<file path="src/lbac_pkg.sv">
package lbac_pkg;

    localparam int POOL_ENTRIES = 32;
    localparam int SLOT_W       = $clog2(POOL_ENTRIES);
    localparam int LINK_W       = SLOT_W + 1;
    localparam int ID_W         = 48;
    localparam int ALIAS_W      = 16;
    localparam int IDX_W        = 5;
    localparam int CMD_W        = 3;
    localparam int FOLD_W       = 12;
    localparam int GEN_SHIFT    = 9;
    localparam int DATA_W       = ID_W + ALIAS_W;

    typedef logic [LINK_W-1:0]  link_t;
    typedef logic [SLOT_W-1:0]  slot_t;
    typedef logic [ID_W-1:0]    id_t;
    typedef logic [ALIAS_W-1:0] alias_t;
    typedef logic [FOLD_W-1:0]  fold_t;

    localparam link_t  NO_LINK  = '1;
    localparam alias_t NR_ALIAS = 16'hF000;
    localparam id_t    GEN_ADD  = 48'h1B0CA37ABA9;

    localparam logic CFG_SEED    = 1'b0;
    localparam logic CFG_NOTICE  = 1'b1;
    localparam logic KIND_ANSWER = 1'b0;
    localparam logic KIND_NOTICE = 1'b1;

    typedef enum logic [CMD_W-1:0] {
        CMD_ADD, CMD_REMOVE, CMD_LOOKUP_ID, CMD_LOOKUP_ALIAS,
        CMD_RETRIEVE, CMD_NEXT_ID, CMD_GENERATE, CMD_CLEAR
    } cmd_t;

    typedef enum logic [1:0] {
        SCAN_ALIAS, SCAN_ID, SCAN_NEXT
    } scan_mode_t;

    typedef enum logic [4:0] {
        ST_IDLE, ST_CMD, ST_SCAN_RD, ST_SCAN_CMP, ST_UL_RD, ST_UL_WR,
        ST_AP_1, ST_AP_2, ST_DROP, ST_EMIT, ST_ADD_A, ST_ADD_ID, ST_ADD_B,
        ST_ADD_INS, ST_ADD_POP, ST_ADD_EV_RD, ST_ADD_EV, ST_ADD_WR, ST_ADD_ANS,
        ST_RM, ST_LK, ST_LK_ANS, ST_RT, ST_NX, ST_GEN, ST_GEN_CHK
    } state_t;

    function automatic logic link_ok(input link_t l);
        return !l[LINK_W-1];
    endfunction

    function automatic alias_t readback(input alias_t a);
        return ((a & NR_ALIAS) == NR_ALIAS) ? NR_ALIAS : a;
    endfunction

    function automatic fold_t seed_fold(input id_t s);
        return s[11:0] ^ s[23:12] ^ s[35:24] ^ s[47:36];
    endfunction

    function automatic id_t seed_step(input id_t s);
        return s + (s << GEN_SHIFT) + GEN_ADD;
    endfunction

endpackage

</file>
<file path="src/lbac_ram.sv">
module lbac_ram #(
    parameter int WIDTH = 8,
    parameter int DEPTH = 32
) (
    input  logic                     aclk,
    input  logic                     we,
    input  logic [$clog2(DEPTH)-1:0] waddr,
    input  logic [WIDTH-1:0]         wdata,
    input  logic [$clog2(DEPTH)-1:0] raddr,
    output logic [WIDTH-1:0]         rdata
);

    logic [WIDTH-1:0] mem [DEPTH];

    always_ff @(posedge aclk) begin
        if (we) begin
            mem[waddr] <= wdata;
        end
        rdata <= mem[raddr];
    end

endmodule

</file>
<file path="src/lru_bidirectional_alias_cache_core.sv">
// channel   | group  | contents
// ----------+--------+--------------------------------------------------------
// input     | s_*    | tuser: command; tdata: node_id, alias_req, slot_index
// result    | m_*    | tuser: kind; tdata: found, out_node_id, out_alias; tlast
// config    | cfg_*  | index 0 seed_init, index 1 removal_notice_enable
//
// one item at a time; a slot scan reads the slot ram once per slot, stepping
// through ST_SCAN_RD and ST_SCAN_CMP for each slot of a search command
// add runs up to two scans plus list updates; generate runs one
// scan per candidate alias; retrieve and clear run no scan
// reset clears per-entry valid bits, so invalid ram words read as reset values
// a stalled result holds in the output register; the next item is taken
// as soon as the final result of the current item is registered
module lru_bidirectional_alias_cache_core (
    input  logic        aclk,
    input  logic        aresetn,
    input  logic        s_tvalid,
    output logic        s_tready,
    input  logic [71:0] s_tdata,   // node_id[47:0], alias_req[63:48], slot_index[68:64]
    input  logic [2:0]  s_tuser,   // command[2:0]
    output logic        m_tvalid,
    input  logic        m_tready,
    output logic [71:0] m_tdata,   // found[0], out_node_id[48:1], out_alias[64:49]
    output logic        m_tuser,   // kind[0]
    output logic        m_tlast,
    input  logic        cfg_we,
    input  logic        cfg_index,
    input  logic [47:0] cfg_wdata
);

    localparam int N = lbac_pkg::POOL_ENTRIES;

    // control state
    lbac_pkg::state_t     state_reg, state_next;
    lbac_pkg::state_t     sub_ret_reg, sub_ret_next;    // return after scan / unlink
    lbac_pkg::state_t     ap_ret_reg, ap_ret_next;      // return after append
    lbac_pkg::state_t     emit_ret_reg, emit_ret_next;  // return after a notice
    lbac_pkg::state_t     add_next_reg, add_next_next;  // add step after a drop
    lbac_pkg::scan_mode_t mode_reg, mode_next;
    logic [N-1:0]         in_use_reg, in_use_next;
    logic [N-1:0]         dvld_reg, dvld_next;          // slot data written
    logic [N-1:0]         nvld_reg, nvld_next;          // newer link written
    logic [N-1:0]         ovld_reg, ovld_next;          // older link written
    lbac_pkg::link_t      oldest_reg, oldest_next;
    lbac_pkg::link_t      newest_reg, newest_next;
    lbac_pkg::link_t      free_reg, free_next;
    lbac_pkg::id_t        seed_reg, seed_next;
    lbac_pkg::id_t        seed_init_reg, seed_init_next;
    logic                 notice_en_reg, notice_en_next;
    logic                 m_tvalid_reg, m_tvalid_next;
    logic                 best_vld_reg, best_vld_next;

    // payload
    lbac_pkg::cmd_t       cmd_reg, cmd_next;
    lbac_pkg::id_t        id_reg, id_next;
    lbac_pkg::alias_t     alias_reg, alias_next;
    logic [lbac_pkg::IDX_W-1:0] idx_reg, idx_next;
    lbac_pkg::link_t      cnt_reg, cnt_next;
    lbac_pkg::link_t      hit_reg, hit_next;
    lbac_pkg::link_t      s_reg, s_next;
    lbac_pkg::alias_t     key_reg, key_next;
    lbac_pkg::id_t        hold_id_reg, hold_id_next;
    lbac_pkg::alias_t     hold_alias_reg, hold_alias_next;
    lbac_pkg::id_t        best_id_reg, best_id_next;
    lbac_pkg::alias_t     best_alias_reg, best_alias_next;
    logic                 em_kind_reg, em_kind_next;
    logic                 em_found_reg, em_found_next;
    lbac_pkg::id_t        em_id_reg, em_id_next;
    lbac_pkg::alias_t     em_alias_reg, em_alias_next;
    logic                 em_last_reg, em_last_next;
    logic                 m_kind_reg, m_kind_next;
    logic                 m_found_reg, m_found_next;
    lbac_pkg::id_t        m_id_reg, m_id_next;
    lbac_pkg::alias_t     m_alias_reg, m_alias_next;
    logic                 m_last_reg, m_last_next;

    // read-side bookkeeping, sampled with the ram read
    logic                 dvld_q_reg, nvld_q_reg, ovld_q_reg;
    lbac_pkg::slot_t      lra_q_reg;

    // ram ports
    logic                         data_we;
    lbac_pkg::slot_t              data_waddr, data_raddr;
    logic [lbac_pkg::DATA_W-1:0]  data_wdata, data_rdata;
    logic                         newer_we, older_we;
    lbac_pkg::slot_t              newer_waddr, older_waddr, link_raddr;
    lbac_pkg::link_t              newer_wdata, older_wdata, newer_rdata, older_rdata;

    lbac_pkg::slot_t   s_slot;
    lbac_pkg::id_t     rd_id;
    lbac_pkg::alias_t  rd_alias;
    lbac_pkg::link_t   newer_eff, older_eff;
    lbac_pkg::fold_t   gen_fold;
    lbac_pkg::alias_t  stored_alias;
    logic              out_free, hit_ok, free_ok, oldest_ok, add_bad, nr, idx_ok;
    logic              scan_end, slot_used, scan_match, scan_better;
    logic              launch, ans_zero;
    lbac_pkg::scan_mode_t launch_mode;
    lbac_pkg::state_t  launch_ret;
    lbac_pkg::alias_t  launch_key;

    lbac_ram #(.WIDTH(lbac_pkg::DATA_W), .DEPTH(N)) u_data_ram (
        .aclk(aclk), .we(data_we), .waddr(data_waddr), .wdata(data_wdata),
        .raddr(data_raddr), .rdata(data_rdata)
    );

    lbac_ram #(.WIDTH(lbac_pkg::LINK_W), .DEPTH(N)) u_newer_ram (
        .aclk(aclk), .we(newer_we), .waddr(newer_waddr), .wdata(newer_wdata),
        .raddr(link_raddr), .rdata(newer_rdata)
    );

    lbac_ram #(.WIDTH(lbac_pkg::LINK_W), .DEPTH(N)) u_older_ram (
        .aclk(aclk), .we(older_we), .waddr(older_waddr), .wdata(older_wdata),
        .raddr(link_raddr), .rdata(older_rdata)
    );

    // decoded conditions
    assign s_slot    = s_reg[lbac_pkg::SLOT_W-1:0];
    assign rd_id     = dvld_q_reg ? data_rdata[lbac_pkg::ID_W-1:0] : '0;
    assign rd_alias  = dvld_q_reg ? data_rdata[lbac_pkg::DATA_W-1:lbac_pkg::ID_W] : '0;
    // never-written links read as the reset layout of the free list
    assign newer_eff = nvld_q_reg ? newer_rdata : lbac_pkg::NO_LINK;
    assign older_eff = ovld_q_reg ? older_rdata :
                       (lra_q_reg == '0) ? lbac_pkg::NO_LINK :
                       lbac_pkg::LINK_W'(lra_q_reg) - lbac_pkg::LINK_W'(1);
    assign gen_fold  = lbac_pkg::seed_fold(seed_reg);
    assign out_free  = !m_tvalid_reg || m_tready;
    assign hit_ok    = lbac_pkg::link_ok(hit_reg);
    assign free_ok   = lbac_pkg::link_ok(free_reg);
    assign oldest_ok = lbac_pkg::link_ok(oldest_reg);
    assign add_bad   = (id_reg == '0) || (alias_reg == '0);
    assign nr        = ((alias_reg & lbac_pkg::NR_ALIAS) == lbac_pkg::NR_ALIAS);
    assign idx_ok    = 32'(idx_reg) < N;
    assign stored_alias = nr ? (lbac_pkg::NR_ALIAS | lbac_pkg::ALIAS_W'(s_slot)) : alias_reg;
    assign scan_end  = (cnt_reg == lbac_pkg::LINK_W'(N));
    assign slot_used = in_use_reg[cnt_reg[lbac_pkg::SLOT_W-1:0]];
    assign scan_match = slot_used &&
        (((mode_reg == lbac_pkg::SCAN_ALIAS) && (key_reg != '0) && (rd_alias == key_reg)) ||
         ((mode_reg == lbac_pkg::SCAN_ID) && (rd_id == id_reg)));
    assign scan_better = slot_used && (mode_reg == lbac_pkg::SCAN_NEXT) &&
        (rd_id > id_reg) && (!best_vld_reg || (rd_id < best_id_reg));

    assign s_tready = (state_reg == lbac_pkg::ST_IDLE);
    assign m_tvalid = m_tvalid_reg;
    assign m_tdata  = {7'b0, m_alias_reg, m_id_reg, m_found_reg};
    assign m_tuser  = m_kind_reg;
    assign m_tlast  = m_last_reg;

    // next state
    always_comb begin
        state_next = state_reg;
        case (state_reg)
            lbac_pkg::ST_IDLE: begin
                if (s_tvalid) state_next = lbac_pkg::ST_CMD;
            end
            lbac_pkg::ST_CMD: begin
                case (cmd_reg)
                    lbac_pkg::CMD_ADD: begin
                        if (add_bad) state_next = lbac_pkg::ST_EMIT;
                        else if (nr) state_next = lbac_pkg::ST_ADD_ID;
                        else state_next = lbac_pkg::ST_SCAN_RD;
                    end
                    lbac_pkg::CMD_REMOVE, lbac_pkg::CMD_LOOKUP_ID,
                    lbac_pkg::CMD_LOOKUP_ALIAS, lbac_pkg::CMD_NEXT_ID:
                        state_next = lbac_pkg::ST_SCAN_RD;
                    lbac_pkg::CMD_RETRIEVE:
                        state_next = idx_ok ? lbac_pkg::ST_RT : lbac_pkg::ST_EMIT;
                    lbac_pkg::CMD_GENERATE: state_next = lbac_pkg::ST_GEN;
                    lbac_pkg::CMD_CLEAR:    state_next = lbac_pkg::ST_EMIT;
                    default:                state_next = lbac_pkg::ST_IDLE;
                endcase
            end
            lbac_pkg::ST_SCAN_RD: state_next = scan_end ? sub_ret_reg : lbac_pkg::ST_SCAN_CMP;
            lbac_pkg::ST_SCAN_CMP: state_next = scan_match ? sub_ret_reg : lbac_pkg::ST_SCAN_RD;
            lbac_pkg::ST_UL_RD: state_next = lbac_pkg::ST_UL_WR;
            lbac_pkg::ST_UL_WR: state_next = sub_ret_reg;
            lbac_pkg::ST_AP_1:  state_next = lbac_pkg::ST_AP_2;
            lbac_pkg::ST_AP_2:  state_next = ap_ret_reg;
            lbac_pkg::ST_DROP: begin
                if (cmd_reg == lbac_pkg::CMD_REMOVE || notice_en_reg)
                    state_next = lbac_pkg::ST_EMIT;
                else
                    state_next = add_next_reg;
            end
            lbac_pkg::ST_EMIT: begin
                if (out_free) state_next = em_last_reg ? lbac_pkg::ST_IDLE : emit_ret_reg;
            end
            lbac_pkg::ST_ADD_A: state_next = hit_ok ? lbac_pkg::ST_UL_RD : lbac_pkg::ST_ADD_ID;
            lbac_pkg::ST_ADD_ID: state_next = lbac_pkg::ST_SCAN_RD;
            lbac_pkg::ST_ADD_B: state_next = hit_ok ? lbac_pkg::ST_UL_RD : lbac_pkg::ST_ADD_INS;
            lbac_pkg::ST_ADD_INS: begin
                if (free_ok) state_next = lbac_pkg::ST_ADD_POP;
                else if (oldest_ok) state_next = lbac_pkg::ST_UL_RD;
                else state_next = lbac_pkg::ST_EMIT;
            end
            lbac_pkg::ST_ADD_POP:   state_next = lbac_pkg::ST_ADD_WR;
            lbac_pkg::ST_ADD_EV_RD: state_next = lbac_pkg::ST_ADD_EV;
            lbac_pkg::ST_ADD_EV:
                state_next = notice_en_reg ? lbac_pkg::ST_EMIT : lbac_pkg::ST_ADD_WR;
            lbac_pkg::ST_ADD_WR:  state_next = lbac_pkg::ST_AP_1;
            lbac_pkg::ST_ADD_ANS: state_next = lbac_pkg::ST_EMIT;
            lbac_pkg::ST_RM: state_next = hit_ok ? lbac_pkg::ST_UL_RD : lbac_pkg::ST_EMIT;
            lbac_pkg::ST_LK: begin
                if (!hit_ok) state_next = lbac_pkg::ST_EMIT;
                else if (newest_reg == hit_reg) state_next = lbac_pkg::ST_LK_ANS;
                else state_next = lbac_pkg::ST_UL_RD;
            end
            lbac_pkg::ST_LK_ANS: state_next = lbac_pkg::ST_EMIT;
            lbac_pkg::ST_RT:     state_next = lbac_pkg::ST_EMIT;
            lbac_pkg::ST_NX:     state_next = lbac_pkg::ST_EMIT;
            lbac_pkg::ST_GEN:
                state_next = (gen_fold == '0) ? lbac_pkg::ST_GEN : lbac_pkg::ST_SCAN_RD;
            lbac_pkg::ST_GEN_CHK: begin
                if (!hit_ok) state_next = lbac_pkg::ST_EMIT;
                else if (newest_reg == hit_reg) state_next = lbac_pkg::ST_GEN;
                else state_next = lbac_pkg::ST_UL_RD;
            end
            default: state_next = lbac_pkg::ST_IDLE;
        endcase
    end

    // datapath, ram ports and outputs
    always_comb begin
        sub_ret_next    = sub_ret_reg;
        ap_ret_next     = ap_ret_reg;
        emit_ret_next   = emit_ret_reg;
        add_next_next   = add_next_reg;
        mode_next       = mode_reg;
        in_use_next     = in_use_reg;
        dvld_next       = dvld_reg;
        nvld_next       = nvld_reg;
        ovld_next       = ovld_reg;
        oldest_next     = oldest_reg;
        newest_next     = newest_reg;
        free_next       = free_reg;
        seed_next       = seed_reg;
        seed_init_next  = seed_init_reg;
        notice_en_next  = notice_en_reg;
        best_vld_next   = best_vld_reg;
        cmd_next        = cmd_reg;
        id_next         = id_reg;
        alias_next      = alias_reg;
        idx_next        = idx_reg;
        cnt_next        = cnt_reg;
        hit_next        = hit_reg;
        s_next          = s_reg;
        key_next        = key_reg;
        hold_id_next    = hold_id_reg;
        hold_alias_next = hold_alias_reg;
        best_id_next    = best_id_reg;
        best_alias_next = best_alias_reg;
        em_kind_next    = em_kind_reg;
        em_found_next   = em_found_reg;
        em_id_next      = em_id_reg;
        em_alias_next   = em_alias_reg;
        em_last_next    = em_last_reg;
        m_kind_next     = m_kind_reg;
        m_found_next    = m_found_reg;
        m_id_next       = m_id_reg;
        m_alias_next    = m_alias_reg;
        m_last_next     = m_last_reg;
        m_tvalid_next   = m_tvalid_reg && !m_tready;

        data_we     = 1'b0;
        data_waddr  = s_slot;
        data_wdata  = {stored_alias, id_reg};
        data_raddr  = cnt_reg[lbac_pkg::SLOT_W-1:0];
        newer_we    = 1'b0;
        newer_waddr = s_slot;
        newer_wdata = lbac_pkg::NO_LINK;
        older_we    = 1'b0;
        older_waddr = s_slot;
        older_wdata = free_reg;
        link_raddr  = s_slot;

        launch      = 1'b0;
        launch_mode = lbac_pkg::SCAN_ALIAS;
        launch_ret  = lbac_pkg::ST_IDLE;
        launch_key  = alias_reg;
        ans_zero    = 1'b0;

        case (state_reg)
            lbac_pkg::ST_IDLE: begin
                if (s_tvalid) begin
                    cmd_next   = lbac_pkg::cmd_t'(s_tuser);
                    id_next    = s_tdata[47:0];
                    alias_next = s_tdata[63:48];
                    idx_next   = s_tdata[68:64];
                end
            end
            lbac_pkg::ST_CMD: begin
                case (cmd_reg)
                    lbac_pkg::CMD_ADD: begin
                        if (add_bad) begin
                            ans_zero = 1'b1;
                        end else if (!nr) begin
                            launch     = 1'b1;
                            launch_ret = lbac_pkg::ST_ADD_A;
                        end
                    end
                    lbac_pkg::CMD_REMOVE: begin
                        launch     = 1'b1;
                        launch_ret = lbac_pkg::ST_RM;
                    end
                    lbac_pkg::CMD_LOOKUP_ID: begin
                        launch      = 1'b1;
                        launch_mode = lbac_pkg::SCAN_ID;
                        launch_ret  = lbac_pkg::ST_LK;
                    end
                    lbac_pkg::CMD_LOOKUP_ALIAS: begin
                        launch     = 1'b1;
                        launch_ret = lbac_pkg::ST_LK;
                    end
                    lbac_pkg::CMD_RETRIEVE: begin
                        data_raddr = lbac_pkg::SLOT_W'(idx_reg);
                        if (!idx_ok) ans_zero = 1'b1;
                    end
                    lbac_pkg::CMD_NEXT_ID: begin
                        launch      = 1'b1;
                        launch_mode = lbac_pkg::SCAN_NEXT;
                        launch_ret  = lbac_pkg::ST_NX;
                    end
                    lbac_pkg::CMD_CLEAR: begin
                        // rebuild free and age lists; ids, aliases and seed stay
                        in_use_next = '0;
                        nvld_next   = '0;
                        ovld_next   = '0;
                        oldest_next = lbac_pkg::NO_LINK;
                        newest_next = lbac_pkg::NO_LINK;
                        free_next   = lbac_pkg::LINK_W'(N - 1);
                        ans_zero    = 1'b1;
                    end
                    default: ;
                endcase
            end
            lbac_pkg::ST_SCAN_CMP: begin
                if (scan_match) begin
                    hit_next        = cnt_reg;
                    hold_id_next    = rd_id;
                    hold_alias_next = rd_alias;
                end else begin
                    cnt_next = cnt_reg + lbac_pkg::LINK_W'(1);
                end
                if (scan_better) begin
                    best_vld_next   = 1'b1;
                    best_id_next    = rd_id;
                    best_alias_next = rd_alias;
                end
            end
            lbac_pkg::ST_UL_WR: begin
                // unlink s from the age list
                if (lbac_pkg::link_ok(newer_eff)) begin
                    older_we    = 1'b1;
                    older_waddr = newer_eff[lbac_pkg::SLOT_W-1:0];
                    older_wdata = older_eff;
                end
                if (lbac_pkg::link_ok(older_eff)) begin
                    newer_we    = 1'b1;
                    newer_waddr = older_eff[lbac_pkg::SLOT_W-1:0];
                    newer_wdata = newer_eff;
                end
                if (newest_reg == s_reg) newest_next = older_eff;
                if (oldest_reg == s_reg) oldest_next = newer_eff;
            end
            lbac_pkg::ST_AP_1: begin
                older_we    = 1'b1;
                older_wdata = newest_reg;
                if (lbac_pkg::link_ok(newest_reg)) begin
                    newer_we    = 1'b1;
                    newer_waddr = newest_reg[lbac_pkg::SLOT_W-1:0];
                    newer_wdata = s_reg;
                end
            end
            lbac_pkg::ST_AP_2: begin
                newer_we = 1'b1;
                if (!lbac_pkg::link_ok(newest_reg)) oldest_next = s_reg;
                newest_next = s_reg;
            end
            lbac_pkg::ST_DROP: begin
                // push the unlinked slot on the free list, id cleared
                in_use_next[s_slot] = 1'b0;
                data_we     = 1'b1;
                data_wdata  = {hold_alias_reg, lbac_pkg::ID_W'(0)};
                newer_we    = 1'b1;
                older_we    = 1'b1;
                free_next   = s_reg;
                em_id_next    = hold_id_reg;
                em_alias_next = lbac_pkg::readback(hold_alias_reg);
                if (cmd_reg == lbac_pkg::CMD_REMOVE) begin
                    em_kind_next  = lbac_pkg::KIND_ANSWER;
                    em_found_next = 1'b1;
                    em_last_next  = 1'b1;
                end else begin
                    em_kind_next  = lbac_pkg::KIND_NOTICE;
                    em_found_next = 1'b0;
                    em_last_next  = 1'b0;
                    emit_ret_next = add_next_reg;
                end
            end
            lbac_pkg::ST_EMIT: begin
                if (out_free) begin
                    m_tvalid_next = 1'b1;
                    m_kind_next   = em_kind_reg;
                    m_found_next  = em_found_reg;
                    m_id_next     = em_id_reg;
                    m_alias_next  = em_alias_reg;
                    m_last_next   = em_last_reg;
                end
            end
            lbac_pkg::ST_ADD_A: begin
                s_next        = hit_reg;
                sub_ret_next  = lbac_pkg::ST_DROP;
                add_next_next = lbac_pkg::ST_ADD_ID;
            end
            lbac_pkg::ST_ADD_ID: begin
                launch      = 1'b1;
                launch_mode = lbac_pkg::SCAN_ID;
                launch_ret  = lbac_pkg::ST_ADD_B;
            end
            lbac_pkg::ST_ADD_B: begin
                s_next        = hit_reg;
                sub_ret_next  = lbac_pkg::ST_DROP;
                add_next_next = lbac_pkg::ST_ADD_INS;
            end
            lbac_pkg::ST_ADD_INS: begin
                if (free_ok) begin
                    s_next     = free_reg;
                    link_raddr = free_reg[lbac_pkg::SLOT_W-1:0];
                end else if (oldest_ok) begin
                    // evict the oldest mapping
                    s_next       = oldest_reg;
                    sub_ret_next = lbac_pkg::ST_ADD_EV_RD;
                end else begin
                    ans_zero = 1'b1;
                end
            end
            lbac_pkg::ST_ADD_POP: free_next = older_eff;
            lbac_pkg::ST_ADD_EV_RD: data_raddr = s_slot;
            lbac_pkg::ST_ADD_EV: begin
                em_kind_next  = lbac_pkg::KIND_NOTICE;
                em_found_next = 1'b0;
                em_id_next    = rd_id;
                em_alias_next = lbac_pkg::readback(rd_alias);
                em_last_next  = 1'b0;
                emit_ret_next = lbac_pkg::ST_ADD_WR;
            end
            lbac_pkg::ST_ADD_WR: begin
                data_we             = 1'b1;
                in_use_next[s_slot] = 1'b1;
                ap_ret_next         = lbac_pkg::ST_ADD_ANS;
            end
            lbac_pkg::ST_ADD_ANS: begin
                em_kind_next  = lbac_pkg::KIND_ANSWER;
                em_found_next = 1'b1;
                em_id_next    = id_reg;
                em_alias_next = lbac_pkg::readback(stored_alias);
                em_last_next  = 1'b1;
            end
            lbac_pkg::ST_RM: begin
                s_next       = hit_reg;
                sub_ret_next = lbac_pkg::ST_DROP;
                if (!hit_ok) ans_zero = 1'b1;
            end
            lbac_pkg::ST_LK: begin
                s_next       = hit_reg;
                sub_ret_next = lbac_pkg::ST_AP_1;
                ap_ret_next  = lbac_pkg::ST_LK_ANS;
                if (!hit_ok) ans_zero = 1'b1;
            end
            lbac_pkg::ST_LK_ANS: begin
                em_kind_next  = lbac_pkg::KIND_ANSWER;
                em_found_next = 1'b1;
                em_id_next    = hold_id_reg;
                em_alias_next = lbac_pkg::readback(hold_alias_reg);
                em_last_next  = 1'b1;
            end
            lbac_pkg::ST_RT: begin
                // stale data of a free slot still counts while its alias is set
                if (rd_alias != '0) begin
                    em_kind_next  = lbac_pkg::KIND_ANSWER;
                    em_found_next = 1'b1;
                    em_id_next    = rd_id;
                    em_alias_next = lbac_pkg::readback(rd_alias);
                    em_last_next  = 1'b1;
                end else begin
                    ans_zero = 1'b1;
                end
            end
            lbac_pkg::ST_NX: begin
                if (best_vld_reg) begin
                    em_kind_next  = lbac_pkg::KIND_ANSWER;
                    em_found_next = 1'b1;
                    em_id_next    = best_id_reg;
                    em_alias_next = lbac_pkg::readback(best_alias_reg);
                    em_last_next  = 1'b1;
                end else begin
                    ans_zero = 1'b1;
                end
            end
            lbac_pkg::ST_GEN: begin
                seed_next = lbac_pkg::seed_step(seed_reg);
                if (gen_fold != '0) begin
                    launch     = 1'b1;
                    launch_key = lbac_pkg::ALIAS_W'(gen_fold);
                    launch_ret = lbac_pkg::ST_GEN_CHK;
                end
            end
            lbac_pkg::ST_GEN_CHK: begin
                // a used candidate is touched, then the next seed is tried
                s_next       = hit_reg;
                sub_ret_next = lbac_pkg::ST_AP_1;
                ap_ret_next  = lbac_pkg::ST_GEN;
                if (!hit_ok) begin
                    em_kind_next  = lbac_pkg::KIND_ANSWER;
                    em_found_next = 1'b0;
                    em_id_next    = '0;
                    em_alias_next = key_reg;
                    em_last_next  = 1'b1;
                end
            end
            default: ;
        endcase

        if (launch) begin
            cnt_next      = '0;
            hit_next      = lbac_pkg::NO_LINK;
            best_vld_next = 1'b0;
            mode_next     = launch_mode;
            key_next      = launch_key;
            sub_ret_next  = launch_ret;
        end

        if (ans_zero) begin
            em_kind_next  = lbac_pkg::KIND_ANSWER;
            em_found_next = 1'b0;
            em_id_next    = '0;
            em_alias_next = '0;
            em_last_next  = 1'b1;
        end

        // every ram write marks its entry as written
        if (data_we)  dvld_next[data_waddr]  = 1'b1;
        if (newer_we) nvld_next[newer_waddr] = 1'b1;
        if (older_we) ovld_next[older_waddr] = 1'b1;

        if (cfg_we) begin
            if (cfg_index == lbac_pkg::CFG_SEED) begin
                seed_init_next = cfg_wdata;
                seed_next      = cfg_wdata;
            end else begin
                notice_en_next = cfg_wdata[0];
            end
        end
    end

    // control registers
    always_ff @(posedge aclk) begin
        if (!aresetn) begin
            state_reg     <= lbac_pkg::ST_IDLE;
            in_use_reg    <= '0;
            dvld_reg      <= '0;
            nvld_reg      <= '0;
            ovld_reg      <= '0;
            oldest_reg    <= lbac_pkg::NO_LINK;
            newest_reg    <= lbac_pkg::NO_LINK;
            free_reg      <= lbac_pkg::LINK_W'(N - 1);
            seed_reg      <= '0;
            seed_init_reg <= '0;
            notice_en_reg <= 1'b1;
            m_tvalid_reg  <= 1'b0;
            best_vld_reg  <= 1'b0;
            sub_ret_reg   <= lbac_pkg::ST_IDLE;
            ap_ret_reg    <= lbac_pkg::ST_IDLE;
            emit_ret_reg  <= lbac_pkg::ST_IDLE;
            add_next_reg  <= lbac_pkg::ST_IDLE;
            mode_reg      <= lbac_pkg::SCAN_ALIAS;
        end else begin
            state_reg     <= state_next;
            in_use_reg    <= in_use_next;
            dvld_reg      <= dvld_next;
            nvld_reg      <= nvld_next;
            ovld_reg      <= ovld_next;
            oldest_reg    <= oldest_next;
            newest_reg    <= newest_next;
            free_reg      <= free_next;
            seed_reg      <= seed_next;
            seed_init_reg <= seed_init_next;
            notice_en_reg <= notice_en_next;
            m_tvalid_reg  <= m_tvalid_next;
            best_vld_reg  <= best_vld_next;
            sub_ret_reg   <= sub_ret_next;
            ap_ret_reg    <= ap_ret_next;
            emit_ret_reg  <= emit_ret_next;
            add_next_reg  <= add_next_next;
            mode_reg      <= mode_next;
        end
    end

    // payload registers
    always_ff @(posedge aclk) begin
        cmd_reg        <= cmd_next;
        id_reg         <= id_next;
        alias_reg      <= alias_next;
        idx_reg        <= idx_next;
        cnt_reg        <= cnt_next;
        hit_reg        <= hit_next;
        s_reg          <= s_next;
        key_reg        <= key_next;
        hold_id_reg    <= hold_id_next;
        hold_alias_reg <= hold_alias_next;
        best_id_reg    <= best_id_next;
        best_alias_reg <= best_alias_next;
        em_kind_reg    <= em_kind_next;
        em_found_reg   <= em_found_next;
        em_id_reg      <= em_id_next;
        em_alias_reg   <= em_alias_next;
        em_last_reg    <= em_last_next;
        m_kind_reg     <= m_kind_next;
        m_found_reg    <= m_found_next;
        m_id_reg       <= m_id_next;
        m_alias_reg    <= m_alias_next;
        m_last_reg     <= m_last_next;
        dvld_q_reg     <= dvld_reg[data_raddr];
        nvld_q_reg     <= nvld_reg[link_raddr];
        ovld_q_reg     <= ovld_reg[link_raddr];
        lra_q_reg      <= link_raddr;
    end

    // the free list head is never a slot in use
    a_free_head_unused: assert property (@(posedge aclk) disable iff (!aresetn)
        free_ok |-> !in_use_reg[free_reg[lbac_pkg::SLOT_W-1:0]])
        else $error("free list head is in use");

    // both ends of the age list are present or both absent
    a_age_ends: assert property (@(posedge aclk) disable iff (!aresetn)
        oldest_ok == lbac_pkg::link_ok(newest_reg))
        else $error("age list ends disagree");

    // the newest entry is always in use
    a_newest_used: assert property (@(posedge aclk) disable iff (!aresetn)
        lbac_pkg::link_ok(newest_reg) |-> in_use_reg[newest_reg[lbac_pkg::SLOT_W-1:0]])
        else $error("newest slot not in use");

    // the sequencer leaves idle only on an accepted item
    a_idle_hold: assert property (@(posedge aclk) disable iff (!aresetn)
        (state_reg == lbac_pkg::ST_IDLE && !s_tvalid) |=> state_reg == lbac_pkg::ST_IDLE)
        else $error("left idle without an item");

endmodule

</file>
<file path="config.mk">
export PLATFORM = sky130hd
export DESIGN_NAME = lru_bidirectional_alias_cache_core
export DESIGN_NICKNAME = d
export VERILOG_FILES = /design/src/lbac_pkg.sv /design/src/lbac_ram.sv /design/src/lru_bidirectional_alias_cache_core.sv
export SDC_FILE = /design/constraint.sdc
export NUM_CORES = 2
export LEC_CHECK = 0
export ABC_AREA = 0
export BUFFER_PORTS_ARGS = -buffer_cell sky130_fd_sc_hd__buf_2
export CELL_PAD_IN_SITES_DETAIL_PLACEMENT = 1
export CELL_PAD_IN_SITES_GLOBAL_PLACEMENT = 2
export CORE_MARGIN = 2
export CORE_UTILIZATION = 41
export CTS_BUF_LIST = sky130_fd_sc_hd__clkbuf_16
export CTS_CLUSTER_SIZE = 16
export DETAILED_ROUTE_END_ITERATION = 6
export PLACE_DENSITY_LB_ADDON = 0.08
export SLEW_MARGIN = 20
export SYNTH_ARGS = -nofsm -noshare
export SYNTH_HDL_FRONTEND = slang
export SYNTH_SLANG_ARGS = --single-unit
</file>
<file path="constraint.sdc">
create_clock -name aclk -period 7.5 [get_ports aclk]
set_input_delay 1.125 -clock aclk [delete_from_list [all_inputs] [get_ports aclk]]
set_output_delay 1.125 -clock aclk [all_outputs]
set_load 0.02 [all_outputs]
</file>
Word level (Yosys, flattened, before mapping):

Memory sizes are Yosys's and may differ from the RTL's. A register that Yosys moved wholly into a read port is not among the register bits.
Index checks and enable logic that the tools add are counted.

* memories kept: 3
* register bits: 600
* output and inout port bits: 76
* word-level logic and storage cells: 343
* bits in writable memories: 2432

Memory list
* u_data_ram.mem: words 32, width 64, read ports 1, clocked after memory_dff 1, wr ports 1, line lbac_ram.sv:13 `logic [WIDTH-1:0] mem [DEPTH];`
* u_newer_ram.mem: words 32, width 6, read ports 1, clocked after memory_dff 1, wr ports 1, line lbac_ram.sv:13
* u_older_ram.mem: words 32, width 6, read ports 1, clocked after memory_dff 1, wr ports 1, line lbac_ram.sv:13

* equal/unequal tests: 58
* $lt $le $gt $ge: 11
* bitwise operators: 11
* add/subtract/negate cells: 4
* muxes and demuxes: 145
* reductions and logical operators: 68

Operators with widths (number)
* $mux 48: 7
* $pmux 48 s6: 1
* $mux 32: 7
* $mux 16: 11
* $or 32x32->32: 4
* $mux 5: 24
* $pmux 5 s23: 1
* $pmux 16 s6: 1
* $pmux 32 s3: 1
* $mux 6: 13
* $mux 64: 1
* $pmux 6 s3: 3
* $eq 5x5->1 const B: 10
* $add 48x41->48 const B: 1
* $add 48x48->48: 1
* $eq 48x48->1: 1
* $gt 48x48->1: 1
* $logic_not 48->1: 1
* $lt 48x48->1: 1
* $pmux 5 s3: 3
* $eq 5x4->1 const B: 8
* $pmux 5 s2: 4
* $lt 5x6->1 const B: 6
* $mux 1: 36
* other kinds (54): 150

Depth between registers and ports, before layout:

* word-level depth: 11
* mapped depth: 14
* depth with buffers taken out: 13

Hierarchy:

A second synthesis with hierarchy kept.

* cells, all modules: 7207
* area, all modules: 126208.5 um^2

By module, submodules not included
* lbac_ram (u_data_ram): times used 1, seq. area each 62780.2 um^2, cells each 3109, area an instance 78954.5 um^2
* lru_bidirectional_alias_cache_core: times used 1, seq. area each 14844.2 um^2, cells each 3452, area an instance 32074.5 um^2
* lbac_ram (u_newer_ram ...): times used 2, seq. area each 5885.6 um^2, cells each 323, area an instance 7589.8 um^2

Worst setup path before layout:

Ideal clock, no wire load.

* kind: reg2reg
* start: register dvld_q_reg
* end: register best_alias_reg[0], enable pin
* data arrival time: 7.369 ns
* stages on the path, launching flop included: 15
* required time: 6.922 ns
* library setup time: 0.578 ns
* setup slack: -0.447 ns
* cell sequence: dfxtp_1 -> clkbuf_1 -> clkbuf_1 -> clkbuf_1 -> and2_1 -> ha_1 -> a21o_1 -> a21o_1 -> a21o_1 -> a21o_1 -> a21oi_1 -> o21ai_0 -> a22oi_1 -> o21ai_0 -> nor3b_1

* longest elaborated chain between the ends: 5
* elaborated cells between the ends (all ways): 7

Ends and longest elaborated chain
* start: declaration: line lru_bidirectional_alias_cache_core.sv:78 `logic dvld_q_reg, nvld_q_reg, ovld_q_reg;`
* start signal: assignment: line lru_bidirectional_alias_cache_core.sv:623 `dvld_q_reg <= dvld_reg[data_raddr];`
* $mux 48 *: line lru_bidirectional_alias_cache_core.sv:119 `assign rd_id = dvld_q_reg ? data_rdata[lbac_pkg::ID_W-1:0] : '0;`
* via rd_id[41]: line lru_bidirectional_alias_cache_core.sv:90 `lbac_pkg::id_t rd_id;`
* $gt 48x48->1 / $lt 48x48->1 (equally long branches): line lru_bidirectional_alias_cache_core.sv:141 `(rd_id > id_reg) && (!best_vld_reg || (rd_id < best_id_reg));`
* $logic_and 1x1->1 / $logic_or 1x1->1 (equally long branches): line lru_bidirectional_alias_cache_core.sv:140, lru_bidirectional_alias_cache_core.sv:141
* $logic_and 1x1->1 *: line lru_bidirectional_alias_cache_core.sv:141
* $reduce_and 2->1 (no source line) *
* end signal: assignment: line lru_bidirectional_alias_cache_core.sv:612 `best_alias_reg <= best_alias_next;`
* end: declaration: line lru_bidirectional_alias_cache_core.sv:65 `lbac_pkg::alias_t best_alias_reg, best_alias_next;`

Mark *: on every way through the listed nets, which the timed path passes. The rest lies on a longest branch.
A chain may end at the register's enable or synchronous reset.

Final worst setup path:

* start: register dvld_q_reg
* end: register hold_id_reg[2], enable pin

* longest elaborated chain between the ends: 6
* elaborated cells between the ends (all ways): 9

Ends and longest elaborated chain
* $mux 48: line lru_bidirectional_alias_cache_core.sv:119
* via rd_id[15]: line lru_bidirectional_alias_cache_core.sv:90
* $eq 48x48->1: line lru_bidirectional_alias_cache_core.sv:139 `((mode_reg == lbac_pkg::SCAN_ID) && (rd_id == id_reg)));`
* $logic_and 1x1->1: line lru_bidirectional_alias_cache_core.sv:139
* $logic_or 1x1->1: line lru_bidirectional_alias_cache_core.sv:138 `(((mode_reg == lbac_pkg::SCAN_ALIAS) && (key_reg != '0) && (rd_alias == key_reg)) ||`
* $logic_and 1x1->1: line lru_bidirectional_alias_cache_core.sv:137 `assign scan_match = slot_used &&`
* $reduce_and 2->1 (no source line)
* end signal: assignment: line lru_bidirectional_alias_cache_core.sv:609 `hold_id_reg <= hold_id_next;`
* end: declaration: line lru_bidirectional_alias_cache_core.sv:62 `lbac_pkg::id_t hold_id_reg, hold_id_next;`

The timed path passes the listed nets, and every way through them passes these cells.

==> impl_results.md <==
* Flop pwr share at 47.0%
* Initial antenna violation count at 28
* Peak supply drop at 0.234 mV
* Worst-path clk slew at 0.06 ns
* Max_cap viols at 0
* Switching share of power at 29.3%
* Status: finished, final reports clean
* Finished Layout Cells at 14100
* Hpwl dp at 246 mm
* Critical Path RT at 8.07 ns
* Die ar. at 316000 µm²
* Max_slew headroom at 13.7%
* Synthesized cell area at roughly 130000 µm²
* Critical Path Sink: hold_id_reg[2]
* Seq/Total Area, Yosys at between 60% and 70%
* Setup TNS at 0 ns
* FP Rows at 204
* Port bufs at between 150 and 200
* Unique masters post-synth at 86
* WL/cell at 31.6 µm
* Share of cells above drive strength 1 at 12.9%
* Yosys Warn Count at 0
* Hold path depth at 1
* Cell-internal power at around 32 mW
* Post-synthesis compound-gate area fraction at just over 8%
* Crit Path Max Fanout at 23
* Worst r2r src: dvld_q_reg
* Fraction of registers with async set/reset at 0%
* Post_cts resized at 0
* GRT Overall Usage at between 20 and 30%
* Area Growth Syn to Fin at 13.9%
* Max-slew violations at 0
* Final setup viols at 0
* DRT antenna net count at 0
* Die H at 562 µm
* Largest regs: u_data_ram.mem: 2048 flops, u_newer_ram.mem: 192 flops, u_older_ram.mem: 192 flops
* Switch Pwr at 13.2 mW
* Number of placed I/O pins at 205
* Final WL at 447 mm
* Worst min path class: in2reg
* Synth Instances at 9554
* Detailed Routing Iterations Pass 1 at 6
* Max reg flops at 2048
* # fillers at 30800
* Via/cell ratio at 6.00
* R2R depth at 9
* Synth Register Bits at 3105
* Final hold violation count at 0
* Root Driver: clkbuf_16
* Critical path origin: dvld_q_reg
* Power Density at 310 nW/µm²
* Cells after DPL at 13500
* # DRC at 0
* Top-area cell type share of the netlist area at 64.0%
* Critical path's most frequent cell: nand4_1
* Crit-path max cell delay at 0.95 ns
* Htree depth at 5
* Wire length of the first global-routing pass at 637 mm
* Total number of vias at 84800
* Post-synth EDFFs at between 2000 and 3000
* Hold_buf cts at 0
* Vias in the first global route at approximately 86000
* Placer Congestion at around 0.86
* DR iter-0 viols at 8697
* Remaining Overflow, GRT at 0
* Adder-Cell Fraction of Synth Area at under 10%
* CTS tree: done
* Slew of the pin with the lowest slew margin at 1.29 ns
* Core box area at 309000 µm²
* Count leader, synth: edfxtp_1
* Setup bufs post-CTS at 0
* Top FF cell, synth: edfxtp_1
* Post-synthesis simple-gate area fraction at 12.0%
* RSZ-0062 raised after global routing: false
* Clock Tree Buf Depth at 4
* Mux cell area share after synthesis at 4.74%
* CP max stage cell: nor3_4
* Largest net degree at the start of global routing at approximately 140
* Worst reg2reg path endpoint: hold_id_reg[2]
* Initial Util at about two fifths
* Max Clk Rate at 179 MHz
* Layout Skew at between 0.05 and 0.06 ns
* CTS Sinks at 3105
* Crit share post-route at around 75%
* Largest family of logic cells by synthesized area: simple AND/OR/NAND/NOR gates
* Post-Synth XOR/XNOR Area at less than 1%
* LEAKAGE at 50.5 nW
* Critical path type: reg2reg
* Register with the most flip-flops: u_data_ram.mem
* Critical path capture point type: flip-flop
* Synthesized area per cell at between 10 and 15 µm²
* Synth top cells by count: edfxtp_1 (2721), nand2_1 (2017), nand3_1 (532)
* Crit start category: flip-flop
* Largest cells by area after synthesis: edfxtp_1 (64%), dfxtp_1 (6.0%), nand2_1 (5.9%)
* Die Wd at 562 µm
* Post-route minimum period at 5.60 ns
* Arrival time at the worst endpoint at 6.17 ns
* Comb pwr share at 16.5%
* Clock share of power at 36.5%
* Worst path cell trace: and2_1 -> ha_1 -> nand4_1 -> nor4_1 -> nand4_1 -> nor3b_1 -> a41oi_1 -> nor3_4 -> buf_4
* Clock buffer count from CTS at roughly 340
* Final net count at 10000
* Worst skew pair latency at 0.94 ns
* R2R Setup Slk at 1.90 ns
* Post-synth top area cell: edfxtp_1
## how the worst min path moves through the flow
stage                          startpoint              to  slack (ns)
final                         s_tdata[15]      id_reg[15]        0.37
after global routing          s_tdata[26]      id_reg[26]        0.34
after CTS                     s_tdata[15]      id_reg[15]        0.30
after detailed placement      em_kind_reg         m_tuser        0.42
after global placement    em_alias_reg[1]  m_alias_reg[1]        0.42
after floorplan              em_found_reg     m_found_reg        0.41
## layout make-up
| type | count | area (µm²) | share of cell area [%] |
|---|---|---|---|
| antenna | 12 | 30.0 | 0.0206 |
| clock buffer | 348 | 8710 | 5.99 |
| clock inverter | 286 | 2170 | 1.49 |
| inverter | 201 | 761 | 0.523 |
| multi-input combinational | 5642 | 35900 | 24.7 |
| sequential | 3105 | 89400 | 61.5 |
| tap | 4120 | 5150 | 3.54 |
| timing repair buffer | 421 | 3330 | 2.29 |
## per-stage QoR
step                hold slack, ns  setup WS [ns]  cell area [µm²]  power, mW  util, %
global placement             0.417           2.00           134000       28.7     43.4
detailed placement           0.419           1.95           134000       28.9     43.4
CTS                          0.296           1.94           145000       45.3     46.9
global route                 0.336           1.80           145000       46.7     47.0
finish                       0.369           1.90           145000       45.0     47.0
floorplan                    0.408          0.870           128000       25.6        -
## critical path: cells and delay by family (launching register included)
kind | cells | cell delay (ns)
AND/OR/NAND/NOR | 6 | 3.65
flip-flops | 1 | 0.64
buffers and inverters | 1 | 0.48
AO/OA/AOI/OAI | 1 | 0.22
adder cells (fa/ha/maj) | 1 | 0.19
## layout by cell type, fill, tap and decap left out, types with 79 or more instances in the layout
cell type  netlist  final
edfxtp_1      2721   2721
nand2_1       2017   2016
nand3_1        532    529
nor2_1         498    458
dfxtp_1        384    383
a21oi_1        376    372
clkbuf_16        0    348
inv_1          198    285
a311oi_1       281    281
mux4_2         247    247
buf_2          132    194
ha_1           183    183
buf_4           18    175
o21ai_0        185    168
and3_1         151    148
clkinv_1         0     79
## cells by family (layout without fill, tap and decap cells)
group | Yosys count | after routing
buffers and inverters | 813 | 1256
AND/OR/NAND/NOR | 3564 | 3564
flip-flops | 3105 | 3105
multiplexers | 295 | 295
AO/OA/AOI/OAI | 1493 | 1493
other | 1 | 19
adder cells (fa/ha/maj) | 183 | 183
XOR/XNOR | 100 | 100
## layer usage
layer	GRT usage, %	wire length [µm]	vias up
met3	2.99	27600	620
met1	40.0	197000	44900
li1	-	-	36300
met4	8.33	14200	2
met5	0	13	-
met2	44.9	209000	2937
## power groups by stage
stage	Sequential [mW]	Clock (mW)	Combinational (mW)
after global placement	21.5	0	7.20
final	21.2	16.4	7.43
after global routing	21.2	17.4	8.10
after CTS	21.2	16.8	7.43
after floorplan	21.0	0	4.69
after detailed placement	21.5	0	7.40
(Power assumes the default switching activity.)
